--- src/lpht_pkg.sv ---
// lpht_pkg: shared types and constants of the linear-probing hash table
// no dependencies; used by every module under src
package lpht_pkg;

    localparam int KEY_W       = 16;
    localparam int VALUE_W     = 16;
    localparam int SLOT_W      = 4;
    localparam int QUEUE_DEPTH = 2;

    typedef enum logic {
        OP_INSERT = 1'b0,
        OP_SEARCH = 1'b1
    } lpht_op_t;

    typedef enum logic [1:0] {
        ST_INSERTED = 2'd0,
        ST_FULL     = 2'd1,
        ST_FOUND    = 2'd2,
        ST_MISSING  = 2'd3
    } lpht_status_t;

    // one request as it travels from the front to the probe engine
    typedef struct packed {
        lpht_op_t             op;
        logic [KEY_W-1:0]     key;
        logic [VALUE_W-1:0]   value;
    } lpht_req_t;

    // one slot of the table memory
    typedef struct packed {
        logic                 occ;
        logic [KEY_W-1:0]     key;
        logic [VALUE_W-1:0]   value;
    } lpht_entry_t;

endpackage

--- src/lpht_front.sv ---
// lpht_front: accepts requests and computes the home slot (key modulo slots)
// by reciprocal multiplication, registering the quotient and then the remainder; depends on lpht_pkg
module lpht_front #(
    parameter int TABLE_SLOTS = 16,
    parameter int IDX_W       = 4
) (
    input  logic                          aclk,
    input  logic                          aresetn,
    input  logic                          hold,
    input  logic                          s_valid,
    output logic                          s_ready,
    input  logic                          s_opcode,
    input  logic [lpht_pkg::KEY_W-1:0]    s_key,
    input  logic [lpht_pkg::VALUE_W-1:0]  s_value,
    output logic                          push_valid,
    input  logic                          push_ready,
    output lpht_pkg::lpht_req_t           push_req,
    output logic [IDX_W-1:0]              push_home
);

    localparam int RECIP_SH = lpht_pkg::KEY_W + IDX_W;
    localparam int RECIP_W  = lpht_pkg::KEY_W + 2;
    localparam int PROD_W   = lpht_pkg::KEY_W + RECIP_W;
    localparam longint RECIP_L = ((longint'(1) << RECIP_SH) + longint'(TABLE_SLOTS) - 1)
                                 / longint'(TABLE_SLOTS);
    localparam logic [RECIP_W-1:0] RECIP = RECIP_W'(RECIP_L);
    localparam logic [lpht_pkg::KEY_W-1:0] SLOTS_K = lpht_pkg::KEY_W'(TABLE_SLOTS);

    typedef enum logic [1:0] {
        F_IDLE,
        F_REM,
        F_PUSH
    } front_state_t;

    front_state_t                state_reg, state_next;
    lpht_pkg::lpht_req_t         req_reg, req_next;
    logic [lpht_pkg::KEY_W-1:0]  quo_reg, quo_next;
    logic [IDX_W-1:0]            rem_reg, rem_next;
    logic [PROD_W-1:0]           quo_full;
    logic [lpht_pkg::KEY_W-1:0]  rem_full;

    // quotient by reciprocal multiplication, exact for every key value
    assign quo_full = PROD_W'(s_key) * PROD_W'(RECIP);

    // remainder from the registered quotient
    assign rem_full = req_reg.key - lpht_pkg::KEY_W'(quo_reg * SLOTS_K);

    assign s_ready    = (state_reg == F_IDLE) && !hold;
    assign push_valid = (state_reg == F_PUSH);
    assign push_req   = req_reg;
    assign push_home  = rem_reg;

    // next-state logic
    always_comb begin
        state_next = state_reg;
        req_next   = req_reg;
        quo_next   = quo_reg;
        rem_next   = rem_reg;
        case (state_reg)
            F_IDLE: begin
                if (s_valid && s_ready) begin
                    req_next.op    = lpht_pkg::lpht_op_t'(s_opcode);
                    req_next.key   = s_key;
                    req_next.value = s_value;
                    quo_next       = lpht_pkg::KEY_W'(quo_full >> RECIP_SH);
                    state_next     = F_REM;
                end
            end
            F_REM: begin
                rem_next   = IDX_W'(rem_full);
                state_next = F_PUSH;
            end
            F_PUSH: begin
                if (push_ready) begin
                    state_next = F_IDLE;
                end
            end
            default: begin
                state_next = F_IDLE;
            end
        endcase
    end

    // state and payload registers
    always_ff @(posedge aclk) begin
        if (!aresetn) begin
            state_reg <= F_IDLE;
        end else begin
            state_reg <= state_next;
        end
        req_reg <= req_next;
        quo_reg <= quo_next;
        rem_reg <= rem_next;
    end

endmodule

--- src/lpht_fifo.sv ---
// lpht_fifo: short request queue between front and probe engine
// depends on lpht_pkg for its depth
module lpht_fifo #(
    parameter int DATA_W = 8
) (
    input  logic              aclk,
    input  logic              aresetn,
    input  logic              wr_valid,
    output logic              wr_ready,
    input  logic [DATA_W-1:0] wr_data,
    output logic              rd_valid,
    input  logic              rd_ready,
    output logic [DATA_W-1:0] rd_data
);

    localparam int DEPTH = lpht_pkg::QUEUE_DEPTH;
    localparam int PTR_W = $clog2(DEPTH);
    localparam int CNT_W = $clog2(DEPTH + 1);
    localparam logic [CNT_W-1:0] FULL_CNT = CNT_W'(DEPTH);

    logic [DATA_W-1:0] buf_reg [DEPTH];
    logic [PTR_W-1:0]  wr_ptr_reg, wr_ptr_next;
    logic [PTR_W-1:0]  rd_ptr_reg, rd_ptr_next;
    logic [CNT_W-1:0]  cnt_reg, cnt_next;
    logic              do_wr, do_rd;

    assign wr_ready = (cnt_reg != FULL_CNT);
    assign rd_valid = (cnt_reg != '0);
    assign rd_data  = buf_reg[rd_ptr_reg];
    assign do_wr    = wr_valid && wr_ready;
    assign do_rd    = rd_valid && rd_ready;

    // pointer and fill count update
    always_comb begin
        wr_ptr_next = wr_ptr_reg;
        rd_ptr_next = rd_ptr_reg;
        cnt_next    = cnt_reg;
        if (do_wr) begin
            wr_ptr_next = (wr_ptr_reg == PTR_W'(DEPTH - 1)) ? '0 : wr_ptr_reg + 1'b1;
        end
        if (do_rd) begin
            rd_ptr_next = (rd_ptr_reg == PTR_W'(DEPTH - 1)) ? '0 : rd_ptr_reg + 1'b1;
        end
        if (do_wr && !do_rd) begin
            cnt_next = cnt_reg + 1'b1;
        end else if (do_rd && !do_wr) begin
            cnt_next = cnt_reg - 1'b1;
        end
    end

    always_ff @(posedge aclk) begin
        if (!aresetn) begin
            wr_ptr_reg <= '0;
            rd_ptr_reg <= '0;
            cnt_reg    <= '0;
        end else begin
            wr_ptr_reg <= wr_ptr_next;
            rd_ptr_reg <= rd_ptr_next;
            cnt_reg    <= cnt_next;
        end
    end

    // storage
    always_ff @(posedge aclk) begin
        if (do_wr) begin
            buf_reg[wr_ptr_reg] <= wr_data;
        end
    end

endmodule

--- src/lpht_back.sv ---
// lpht_back: probe engine with the slot memory and the result register
// clears the memory after reset; depends on lpht_pkg
module lpht_back #(
    parameter int TABLE_SLOTS = 16,
    parameter int IDX_W       = 4
) (
    input  logic                          aclk,
    input  logic                          aresetn,
    output logic                          clearing,
    input  logic                          q_valid,
    output logic                          q_ready,
    input  lpht_pkg::lpht_req_t           q_req,
    input  logic [IDX_W-1:0]              q_home,
    output logic                          m_valid,
    input  logic                          m_ready,
    output logic [1:0]                    m_status,
    output logic [lpht_pkg::VALUE_W-1:0]  m_found_value,
    output logic [lpht_pkg::SLOT_W-1:0]   m_slot
);

    localparam logic [IDX_W-1:0] LAST_IDX = IDX_W'(TABLE_SLOTS - 1);

    typedef enum logic [2:0] {
        B_CLEAR,
        B_IDLE,
        B_READ,
        B_CHECK,
        B_FINISH
    } back_state_t;

    back_state_t                   state_reg, state_next;
    lpht_pkg::lpht_req_t           req_reg, req_next;
    logic [IDX_W-1:0]              pos_reg, pos_next;
    logic [IDX_W-1:0]              cnt_reg, cnt_next;
    logic [IDX_W-1:0]              clr_reg, clr_next;
    lpht_pkg::lpht_status_t        res_status_reg, res_status_next;
    logic [lpht_pkg::VALUE_W-1:0]  res_fval_reg, res_fval_next;
    logic [IDX_W-1:0]              res_slot_reg, res_slot_next;
    logic                          m_valid_reg, m_valid_next;
    lpht_pkg::lpht_status_t        m_status_reg, m_status_next;
    logic [lpht_pkg::VALUE_W-1:0]  m_fval_reg, m_fval_next;
    logic [lpht_pkg::SLOT_W-1:0]   m_slot_reg, m_slot_next;

    lpht_pkg::lpht_entry_t         mem [TABLE_SLOTS];
    lpht_pkg::lpht_entry_t         rdata_reg;
    lpht_pkg::lpht_entry_t         wr_data;
    logic [IDX_W-1:0]              rd_addr, wr_addr;
    logic                          wr_en;

    logic [IDX_W-1:0]              pos_inc;
    logic                          key_match;
    logic                          is_insert;
    logic                          out_free;

    assign pos_inc   = (pos_reg == LAST_IDX) ? '0 : pos_reg + 1'b1;
    assign key_match = (rdata_reg.key == req_reg.key);
    assign is_insert = (req_reg.op == lpht_pkg::OP_INSERT);
    assign out_free  = !m_valid_reg || m_ready;

    assign clearing      = (state_reg == B_CLEAR);
    assign q_ready       = (state_reg == B_IDLE);
    assign m_valid       = m_valid_reg;
    assign m_status      = m_status_reg;
    assign m_found_value = m_fval_reg;
    assign m_slot        = m_slot_reg;

    // read address runs one slot ahead while probing continues
    assign rd_addr = (state_reg == B_CHECK) ? pos_inc : pos_reg;

    // memory write: clearing sweep or an insert into an empty slot
    always_comb begin
        wr_en   = 1'b0;
        wr_addr = pos_reg;
        wr_data = '0;
        if (state_reg == B_CLEAR) begin
            wr_en   = 1'b1;
            wr_addr = clr_reg;
        end else if (state_reg == B_CHECK && is_insert && !rdata_reg.occ) begin
            wr_en         = 1'b1;
            wr_data.occ   = 1'b1;
            wr_data.key   = req_reg.key;
            wr_data.value = req_reg.value;
        end
    end

    always_ff @(posedge aclk) begin
        if (wr_en) begin
            mem[wr_addr] <= wr_data;
        end
        rdata_reg <= mem[rd_addr];
    end

    // probe sequencer
    always_comb begin
        state_next      = state_reg;
        req_next        = req_reg;
        pos_next        = pos_reg;
        cnt_next        = cnt_reg;
        clr_next        = clr_reg;
        res_status_next = res_status_reg;
        res_fval_next   = res_fval_reg;
        res_slot_next   = res_slot_reg;
        m_valid_next    = m_valid_reg && !m_ready;
        m_status_next   = m_status_reg;
        m_fval_next     = m_fval_reg;
        m_slot_next     = m_slot_reg;
        case (state_reg)
            B_CLEAR: begin
                clr_next = clr_reg + 1'b1;
                if (clr_reg == LAST_IDX) begin
                    state_next = B_IDLE;
                end
            end
            B_IDLE: begin
                if (q_valid) begin
                    req_next   = q_req;
                    pos_next   = q_home;
                    cnt_next   = '0;
                    state_next = B_READ;
                end
            end
            B_READ: begin
                state_next = B_CHECK;
            end
            B_CHECK: begin
                res_fval_next = '0;
                res_slot_next = '0;
                state_next    = B_FINISH;
                if (!rdata_reg.occ) begin
                    // empty slot ends both inserts and searches
                    if (is_insert) begin
                        res_status_next = lpht_pkg::ST_INSERTED;
                        res_slot_next   = pos_reg;
                    end else begin
                        res_status_next = lpht_pkg::ST_MISSING;
                    end
                end else if (!is_insert && key_match) begin
                    res_status_next = lpht_pkg::ST_FOUND;
                    res_fval_next   = rdata_reg.value;
                    res_slot_next   = pos_reg;
                end else if (cnt_reg == LAST_IDX) begin
                    // whole lap done
                    res_status_next = is_insert ? lpht_pkg::ST_FULL : lpht_pkg::ST_MISSING;
                end else begin
                    pos_next   = pos_inc;
                    cnt_next   = cnt_reg + 1'b1;
                    state_next = B_CHECK;
                end
            end
            B_FINISH: begin
                if (out_free) begin
                    m_valid_next  = 1'b1;
                    m_status_next = res_status_reg;
                    m_fval_next   = res_fval_reg;
                    m_slot_next   = lpht_pkg::SLOT_W'(res_slot_reg);
                    state_next    = B_IDLE;
                end
            end
            default: begin
                state_next = B_IDLE;
            end
        endcase
    end

    always_ff @(posedge aclk) begin
        if (!aresetn) begin
            state_reg   <= B_CLEAR;
            clr_reg     <= '0;
            m_valid_reg <= 1'b0;
        end else begin
            state_reg   <= state_next;
            clr_reg     <= clr_next;
            m_valid_reg <= m_valid_next;
        end
        req_reg        <= req_next;
        pos_reg        <= pos_next;
        cnt_reg        <= cnt_next;
        res_status_reg <= res_status_next;
        res_fval_reg   <= res_fval_next;
        res_slot_reg   <= res_slot_next;
        m_status_reg   <= m_status_next;
        m_fval_reg     <= m_fval_next;
        m_slot_reg     <= m_slot_next;
    end

endmodule

--- src/linear_probe_hash_table.sv ---
// Result path: the front registers the quotient, then the remainder, and pushes into the
// queue; the engine takes the request, reads its home slot, checks k probed slots
// (1 <= k <= TABLE_SLOTS) and registers the result. The single read port of the slot memory
// probes one slot per cycle; the front takes no new request until it has pushed the last one.
// Reset: synchronous, active low; afterwards a sweep clears the occupied marks of every slot,
// and no request is accepted until it completes.
module linear_probe_hash_table #(
    parameter int TABLE_SLOTS = 16
) (
    input  logic                          aclk,
    input  logic                          aresetn,
    input  logic                          s_valid,
    output logic                          s_ready,
    input  logic                          s_opcode,
    input  logic [lpht_pkg::KEY_W-1:0]    s_key,
    input  logic [lpht_pkg::VALUE_W-1:0]  s_value,
    output logic                          m_valid,
    input  logic                          m_ready,
    output logic [1:0]                    m_status,
    output logic [lpht_pkg::VALUE_W-1:0]  m_found_value,
    output logic [lpht_pkg::SLOT_W-1:0]   m_slot
);

    localparam int IDX_W  = $clog2(TABLE_SLOTS);
    localparam int Q_W    = $bits(lpht_pkg::lpht_req_t) + IDX_W;

    logic                 clearing;
    logic                 push_valid, push_ready;
    lpht_pkg::lpht_req_t  push_req;
    logic [IDX_W-1:0]     push_home;
    logic                 q_valid, q_ready;
    logic [Q_W-1:0]       q_data;
    lpht_pkg::lpht_req_t  q_req;
    logic [IDX_W-1:0]     q_home;

    // request intake and home slot
    lpht_front #(
        .TABLE_SLOTS (TABLE_SLOTS),
        .IDX_W       (IDX_W)
    ) u_front (
        .aclk       (aclk),
        .aresetn    (aresetn),
        .hold       (clearing),
        .s_valid    (s_valid),
        .s_ready    (s_ready),
        .s_opcode   (s_opcode),
        .s_key      (s_key),
        .s_value    (s_value),
        .push_valid (push_valid),
        .push_ready (push_ready),
        .push_req   (push_req),
        .push_home  (push_home)
    );

    // decoupling queue
    lpht_fifo #(
        .DATA_W (Q_W)
    ) u_fifo (
        .aclk     (aclk),
        .aresetn  (aresetn),
        .wr_valid (push_valid),
        .wr_ready (push_ready),
        .wr_data  ({push_req, push_home}),
        .rd_valid (q_valid),
        .rd_ready (q_ready),
        .rd_data  (q_data)
    );

    assign q_req  = q_data[Q_W-1:IDX_W];
    assign q_home = q_data[IDX_W-1:0];

    // probe engine and result register
    lpht_back #(
        .TABLE_SLOTS (TABLE_SLOTS),
        .IDX_W       (IDX_W)
    ) u_back (
        .aclk          (aclk),
        .aresetn       (aresetn),
        .clearing      (clearing),
        .q_valid       (q_valid),
        .q_ready       (q_ready),
        .q_req         (q_req),
        .q_home        (q_home),
        .m_valid       (m_valid),
        .m_ready       (m_ready),
        .m_status      (m_status),
        .m_found_value (m_found_value),
        .m_slot        (m_slot)
    );

endmodule

--- config.mk ---
export PLATFORM = sky130hd
export DESIGN_NAME = linear_probe_hash_table
export DESIGN_NICKNAME = d
export VERILOG_FILES = /design/src/lpht_pkg.sv /design/src/lpht_front.sv /design/src/lpht_fifo.sv /design/src/lpht_back.sv /design/src/linear_probe_hash_table.sv
export SDC_FILE = /design/constraint.sdc
export NUM_CORES = 1
export LEC_CHECK = 0
export ABC_AREA = 1
export BUFFER_PORTS_ARGS = -buffer_cell sky130_fd_sc_hd__buf_2
export CAP_MARGIN = 20
export CORE_MARGIN = 2
export CORE_UTILIZATION = 46
export DETAILED_ROUTE_END_ITERATION = 16
export GPL_TIMING_DRIVEN = 0
export PLACE_DENSITY = 0.6
export SYNTH_ARGS = -nofsm -noshare
export SYNTH_HDL_FRONTEND = slang
export SYNTH_SLANG_ARGS = --single-unit
--- constraint.sdc ---
create_clock -name aclk -period 6.6 [get_ports aclk]
set_input_delay 0 -clock aclk [delete_from_list [all_inputs] [get_ports aclk]]
set_output_delay 0 -clock aclk [all_outputs]
set_load 0.005 [all_outputs]
==> results of run 1 <==
==> per-layer routing <==
layer	part of all wire (%)	wire length (um)
met4	2.9	2339
met1	41	33400
met5	0	0
met2	48	38930
met3	7.7	6259
==> area by class of cell <==
cell class,instances,area [sq um]
Fill cell,5449,30200
Sequential cell,772,22700
Multi-Input combinational cell,1275,6173
Clock buffer,108,2221
Timing Repair Buffer,140,1291
Inverter,300,1126
Tap cell,864,1081
Buffer,117,551.8
Clock inverter,30,284.0
==> worst paths after layout <==
path                     startpoint                      end  slack [ns]  cells after the start
max             u_back.state_reg[1]       u_back.mem[11][14]        3.31                      7
min                       s_key[12]     u_front.push_req[28]        0.08                      2
max reg2reg     u_back.state_reg[1]       u_back.mem[11][14]        3.31                      7
min reg2reg  u_back.res_fval_reg[3]  u_back.m_found_value[3]        0.42                      0
==> power by group through the flow <==
stage / Sequential, uW / Clock, uW / Combinational (uW)
detailed placement: 5490 / 0 / 141
floorplan: 5490 / 0 / 63.9
global route: 5390 / 4580 / 170
finish: 5390 / 4350 / 160
CTS: 5390 / 4390 / 159
global placement: 5500 / 0 / 109
==> Yosys cell counts (all sizes together) <==
cell type	instances
edfxtp	724
nor2	99
xnor2	1
ha	4
xor2	1
nand3	245
o21a	2
nand4	4
o21bai	1
or2	5
nor4	1
a21oi	14
clkbuf	36
clkinv	1
a211oi	1
inv	299
a311oi	1
mux2	33
dfxtp	48
nand2	697
o21ai	24
o211ai	132
nand3b	1
buf	81
nor3	9
==> through the flow <==
step / hold WS [ns] / setup slack [ns]
floorplan: 0.09887 / 2.300
global placement: 0.1770 / -1.230
detailed placement: 0.1781 / 3.364
CTS: 0.05468 / 3.333
global route: 0.07505 / 3.144
finish: 0.08403 / 3.306
==> timing repair <==
| item | CTS | global route |
|---|---|---|
| endpoints found under the hold margin | 65 | 0 |
| resized for setup | 0 | 0 |
| hold buffers | 38 | 0 |
==> cell families after synthesis <==
kind of cell,after synthesis
fa+ha+maj,4
buf+inv,417
simple gates,1061
compound gates,175
mux,33
xor+xnor,2
flops,772
==> reports/metrics.csv, run 1 <==
stage;metric;value;unit
timing;worst-margin pin slew;1.186;ns
layout;max reg flops;528;
synthesis;Synth Area in Simple Gates;14.32;%
status;status;completed;
clock_network;root buffer cell;clkbuf_16;
floorplanning;Cell Rows;94;
synthesis;Mean Syn Cell Area;12.34;sq um
global_route;global-route wire length before repair;119000;um
detailed_routing;1st-iter DRT viols;2199;
synthesis;area leader, netlist;edfxtp_1;
layout;commonest non-fill, non-tap cells in the layout;edfxtp_1, nand2_1, inv_1;
power;register share of total power;54.4;%
timing;Slew Viols, Final;0;
detailed_routing;DR vias/cell;5.392;
timing;slew margin rel.;20.62;%
synthesis;synthesis-stage register bit count;772;
global_route;initial antenna violation count;0;
global_route;Total Routing Usage GR;23.97;%
critical_path;CP max stage cell;nor2_4;
layout;commonest non-fill, non-tap cell in the layout;edfxtp_1;
critical_path;Req. time, crit path;6.91;ns
synthesis;mux cell area share after synthesis;1.222;%
power;switching pwr;1929;uW
synthesis;main combinational cell family by area after synthesis;simple AND/OR/NAND/NOR gates;
critical_path;Crit path arrival time;3.60;ns
global_route;vias in the first global route;18832;
detailed_routing;DR vias;19444;
floorplanning;die area;68160;sq um
power;worst-case vdd ir drop;164.0;uV
floorplanning;Ports;61;
layout;Cell Count, Final, Fillers Out;3606;
synthesis;Ys Warns;0;
detailed_routing;WL final;80930;um
power;Gate power share;1.6;%
power;leakage power;0.01354;uW
global_route;Most Used Layer, Global Route;met2;
synthesis;post-synth cell types;35;
place;Buffers on Ports;60;
critical_path;critical path startpoint category;flop;
critical_path;CP Buf/Inv Count;2;
clock_network;clock sink count;772;
synthesis;Gate Count Post-Synth;2464;
timing;f_max;0.3036;GHz
layout;nets;2725;
clock_network;Clock transition at path regs;0.06;ns
clock_network;CTS tree;yes;
global_route;met3 usage in global routing;3.842;%
clock_network;Clock Tree Buf Depth;3;
synthesis;Synth area leaders;edfxtp_1, nand2_1, nand3_1, inv_1, o211ai_1;
synthesis;net count after synthesis;2505;
detailed_routing;WL/cell;22.44;um
power;Tot Pwr;9895;uW
floorplanning;core area;65630;sq um
timing;Hold Vio Cnt, Final;0;
timing;fraction of the cycle the final worst path needs;49.91;%
global_route;largest net degree at the start of global routing;31;
floorplanning;Initial Util;46.32;%
detailed_routing;DRC Markers;0;
timing;RSZ-0062 raised after global routing;no;
power;power per cell area;279.3;nW/um^2
floorplanning;Die Wd;261.1;um
power;Int Power;7967;uW
global_route;GRT Residual Overflow;0;
timing;clk_skew;0.01808;ns
power;Clock Power Share;44.0;%
clock_network;# H-tree levels;3;
power;Sw Share;19.49;%
critical_path;worst path cell trace;nor2_1 -> nand2_1 -> buf_2 -> o21ai_0 -> nand3_1 -> nor2_4 -> buf_12;
timing;fin crit period;3.294;ns
clock_network;Clock Latency Late Sink;0.62;ns
critical_path;WS Path Type;flop to flop;
detailed_routing;Detailed Routing Iterations Pass 1;6;
global_route;met2 Use GR;39.61;%
layout;area growth from synthesis to layout;16.55;%
critical_path;worst-path fanout max;19;
critical_path;Crit path max-delay family;simple AND/OR/NAND/NOR gates;
detailed_routing;post-route ant nets;0;
synthesis;Post-Synth Adder-Cell Area;0.1646;%
layout;final core occ;53.99;%
layout;post-route cell area;35430;sq um
synthesis;compound-gate portion of the synthesized area;4.038;%
timing;final setup violation count;0;
synthesis;Post-Synth XOR/XNOR Area;0.05762;%
layout;share of cells above drive strength 1;13.02;%
place;placed inst area;32450;sq um
place;Inst Count DP;3419;
worst_hold_path;path type of the worst min-delay path;input port to flop;
synthesis;Seq/Total Area, Yosys;74.68;%
flow_run;maxcap violations;0;
critical_path;CP max stage delay;0.78;ns
clock_network;CTS Buf Count;78;
place;post-DP HPWL;53460;um
place;Final GP Congestion;0.8416;
synthesis;Netlist Area Pre-Place;30400;sq um
global_route;met1 Use GR;32.78;%
floorplanning;Chip Height;261.1;um
layout;antenna cells;0;
critical_path;CP endpoint kind;flop;
timing;setup_tns;0;ns
synthesis;top-area cell type share of the netlist area;71.52;%
clock_network;number of setup buffers added after CTS;0;
No activity file was read; power rests on OpenSTA's default activity.
==> inputs of run 2 (changes only) <==
ABC_AREA = 0   (was 1)
clock period = 3.1 ns   (was 6.6 ns; I/O delays follow)
==> run 2 against run 1 <==
Sequential share of layout area up 1.9 points; non-clock buffer count down 29; largest power group unchanged; clock power up 120%; largest cell class unchanged; sequential cell count unchanged; combinational power up 130%; die area down 4.2%; design area down 2.8%.
==> reports/metrics.csv, run 2 <==
stage;metric;value;unit
detailed_routing;1st-iter DRT viols;1280;
floorplanning;Cell Rows;92;
detailed_routing;post-route ant nets;0;
critical_path;CP startpoint;u_back.pos_reg[0];
floorplanning;Die Wd;255.6;um
critical_path;Worst path most repeated cell;buf_2;
detailed_routing;DR vias;15546;
timing;Slew Viols, Final;0;
status;status;completed;
clock_network;Clock Latency Late Sink;0.63;ns
global_route;vias in the first global route;15890;
timing;fin crit period;2.954;ns
clock_network;clock sink count;772;
timing;clk_skew;0.02319;ns
layout;share of cells above drive strength 1;20.09;%
synthesis;top_reg_cell synth;edfxtp_1;
detailed_routing;Detailed Routing Iterations Pass 1;5;
timing;f_max;0.3386;GHz
global_route;Total Routing Usage GR;21.27;%
floorplanning;Ports;61;
layout;commonest non-fill, non-tap cells in the layout;edfxtp_1, nand2_1, mux2i_1;
critical_path;CP endpoint kind;flop;
global_route;largest net degree at the start of global routing;30;
floorplanning;die area;65310;sq um
clock_network;CTS Buf Count;78;
synthesis;post-synth cell types;54;
timing;worst-margin pin slew;0.9624;ns
clock_network;Clock Tree Buf Depth;3;
layout;post-route cell area;34420;sq um
synthesis;area leader, netlist;edfxtp_1;
place;post-DP HPWL;43360;um
power;leakage power;0.01199;uW
timing;final setup violation count;0;
floorplanning;Initial Util;46.31;%
timing;final worst slack;0.1464;ns
critical_path;WS Path Type;flop to flop;
critical_path;Crit path arrival time;3.49;ns
detailed_routing;met2 routed WL;34110;um
layout;antenna cells;0;
global_route;initial antenna violation count;0;
detailed_routing;Top Metal Used;met4;
layout;max reg flops;528;
detailed_routing;DR vias/cell;5.558;
place;pre-CTS setup slack;-0.3359;ns
flow_run;maxcap violations;0;
critical_path;CP Buf/Inv Count;3;
power;Tot Pwr;21230;uW
synthesis;Netlist Area Pre-Place;29110;sq um
place;Final GP Congestion;0.7699;
clock_network;CTS tree;yes;
synthesis;Ys Warns;0;
floorplanning;Chip Height;255.6;um
timing;slew margin rel.;35.54;%
worst_hold_path;hold path depth;2;
synthesis;net count after synthesis;1703;
worst_hold_path;Hold EP;u_front.push_req[31];
place;Buffers on Ports;60;
detailed_routing;M1 WL;29930;um
synthesis;synthesis-stage register bit count;772;
detailed_routing;WL final;69590;um
place;placed inst area;31110;sq um
critical_path;CP Depth;9;
layout;area growth from synthesis to layout;18.25;%
critical_path;CP max stage delay;0.44;ns
critical_path;Crit path max-delay family;buffers and inverters;
critical_path;worst-case reg-to-reg path depth;9;
critical_path;R2R Setup Slk;0.15;ns
synthesis;most common cell in the netlist;edfxtp_1;
synthesis;Synth area leaders;edfxtp_1, mux2i_1, dfxtp_1, nand2_1, a32oi_1;
synthesis;Seq/Total Area, Yosys;77.99;%
synthesis;Gate Count Post-Synth;1662;
timing;RSZ-0062 raised after global routing;no;
power;worst-case vdd ir drop;470.1;uV
timing;fraction of the cycle the final worst path needs;95.28;%
critical_path;worst path cell trace;ha_1 -> buf_2 -> a31oi_1 -> mux2_4 -> buf_2 -> buf_2 -> nand2_1 -> a32oi_1 -> and3_1;
layout;nets;1927;
clock_network;# H-tree levels;3;
floorplanning;core area;62850;sq um
timing;Hold Vio Cnt, Final;0;
synthesis;Mean Syn Cell Area;17.51;sq um
critical_path;reg2reg start;u_back.pos_reg[0];
critical_path;RR Endpoint;u_back.rdata_reg[5];
detailed_routing;DRC Markers;0;
critical_path;critical path startpoint category;flop;
layout;commonest non-fill, non-tap cell in the layout;edfxtp_1;
synthesis;top-area cell type share of the netlist area;74.69;%
detailed_routing;WL met3;4107;um
detailed_routing;WL/cell;24.88;um
synthesis;EDFF count, synth;724;
critical_path;worst-path fanout max;10;
worst_hold_path;path type of the worst min-delay path;input port to flop;
power;power per cell area;616.8;nW/um^2
clock_network;Clock transition at path regs;0.06;ns
worst_hold_path;min-delay src;s_key[15];
critical_path;Req. time, crit path;3.64;ns
global_route;GRT Residual Overflow;0;
critical_path;CP max stage cell;edfxtp_1;
synthesis;Async SR Flop Fraction;0;%
global_route;global-route wire length before repair;102000;um
synthesis;Synth top cells by count;edfxtp_1, nand2_1, mux2i_1;
clock_network;root buffer cell;clkbuf_16;
[run 2: worst max path at each step]
stage,to
final,u_back.rdata_reg[5]
after global routing,u_back.rdata_reg[17]
after detailed placement,u_back.mem[7][18]
after CTS,u_back.mem[7][14]
after global placement,u_back.mem[7][12]
after floorplan,u_back.mem[11][0]
[run 2: report_power, final]
group	total, uW	leakage (uW)	internal (uW)	switching [uW]
clock network	9410	0.00126	5560	3850
logic	372	0.00396	156	216
registers	11400	0.00677	11400	39.1
total	21200	0.0120	17100	4110
[run 2: kinds of logic after synthesis]
logic type | synth area share (%)
multiplexers | 7.346
AO/OA/AOI/OAI | 5.726
adder cells (fa/ha/maj) | 0.1719
XOR/XNOR | 0.7221
flip-flops | 77.99
AND/OR/NAND/NOR | 6.336
buffers and inverters | 1.706
[run 2: what timing repair did]
action / CTS / global route
hold buffers: 38 / 0
gates cloned: 2 / 0
setup endpoints to repair: 277 / 63
gates resized for setup: 4 / 7
setup buffers: 19 / 2
pin swaps: 10 / 1
hold endpoints to repair: 48 / 0
[run 2: stage by stage]
step,setup TNS (ns),util [%],hold WS (ns),std cells
after floorplan,-18.92,-,0.09887,1662
after detailed placement,-27.68,49.50,0.1781,2590
after global placement,-882.80,48.51,0.1767,2568
after global routing,0,54.77,0.06527,2797
after CTS,0,54.66,0.04976,2793
final,0,54.77,0.08273,2797
[run 2: layout make-up]
class,instances,area (sq um)
Tap cell,846,1059
Sequential cell,772,22700
Inverter,5,18.77
Clock buffer,111,2210
Multi-Input combinational cell,801,6080
Fill cell,4955,28430
Timing Repair Buffer,143,1518
Buffer,85,479.2
Clock inverter,34,355.3
[run 2: metal layers]
| layer | vias to the layer above | track usage, % |
|---|---|---|
| li1 | 6943 | - |
| met1 | 7991 | 29.11 |
| met2 | 515 | 35.20 |
| met3 | 97 | 3.357 |
| met4 | 0 | 6.676 |
| met5 | - | 0 |
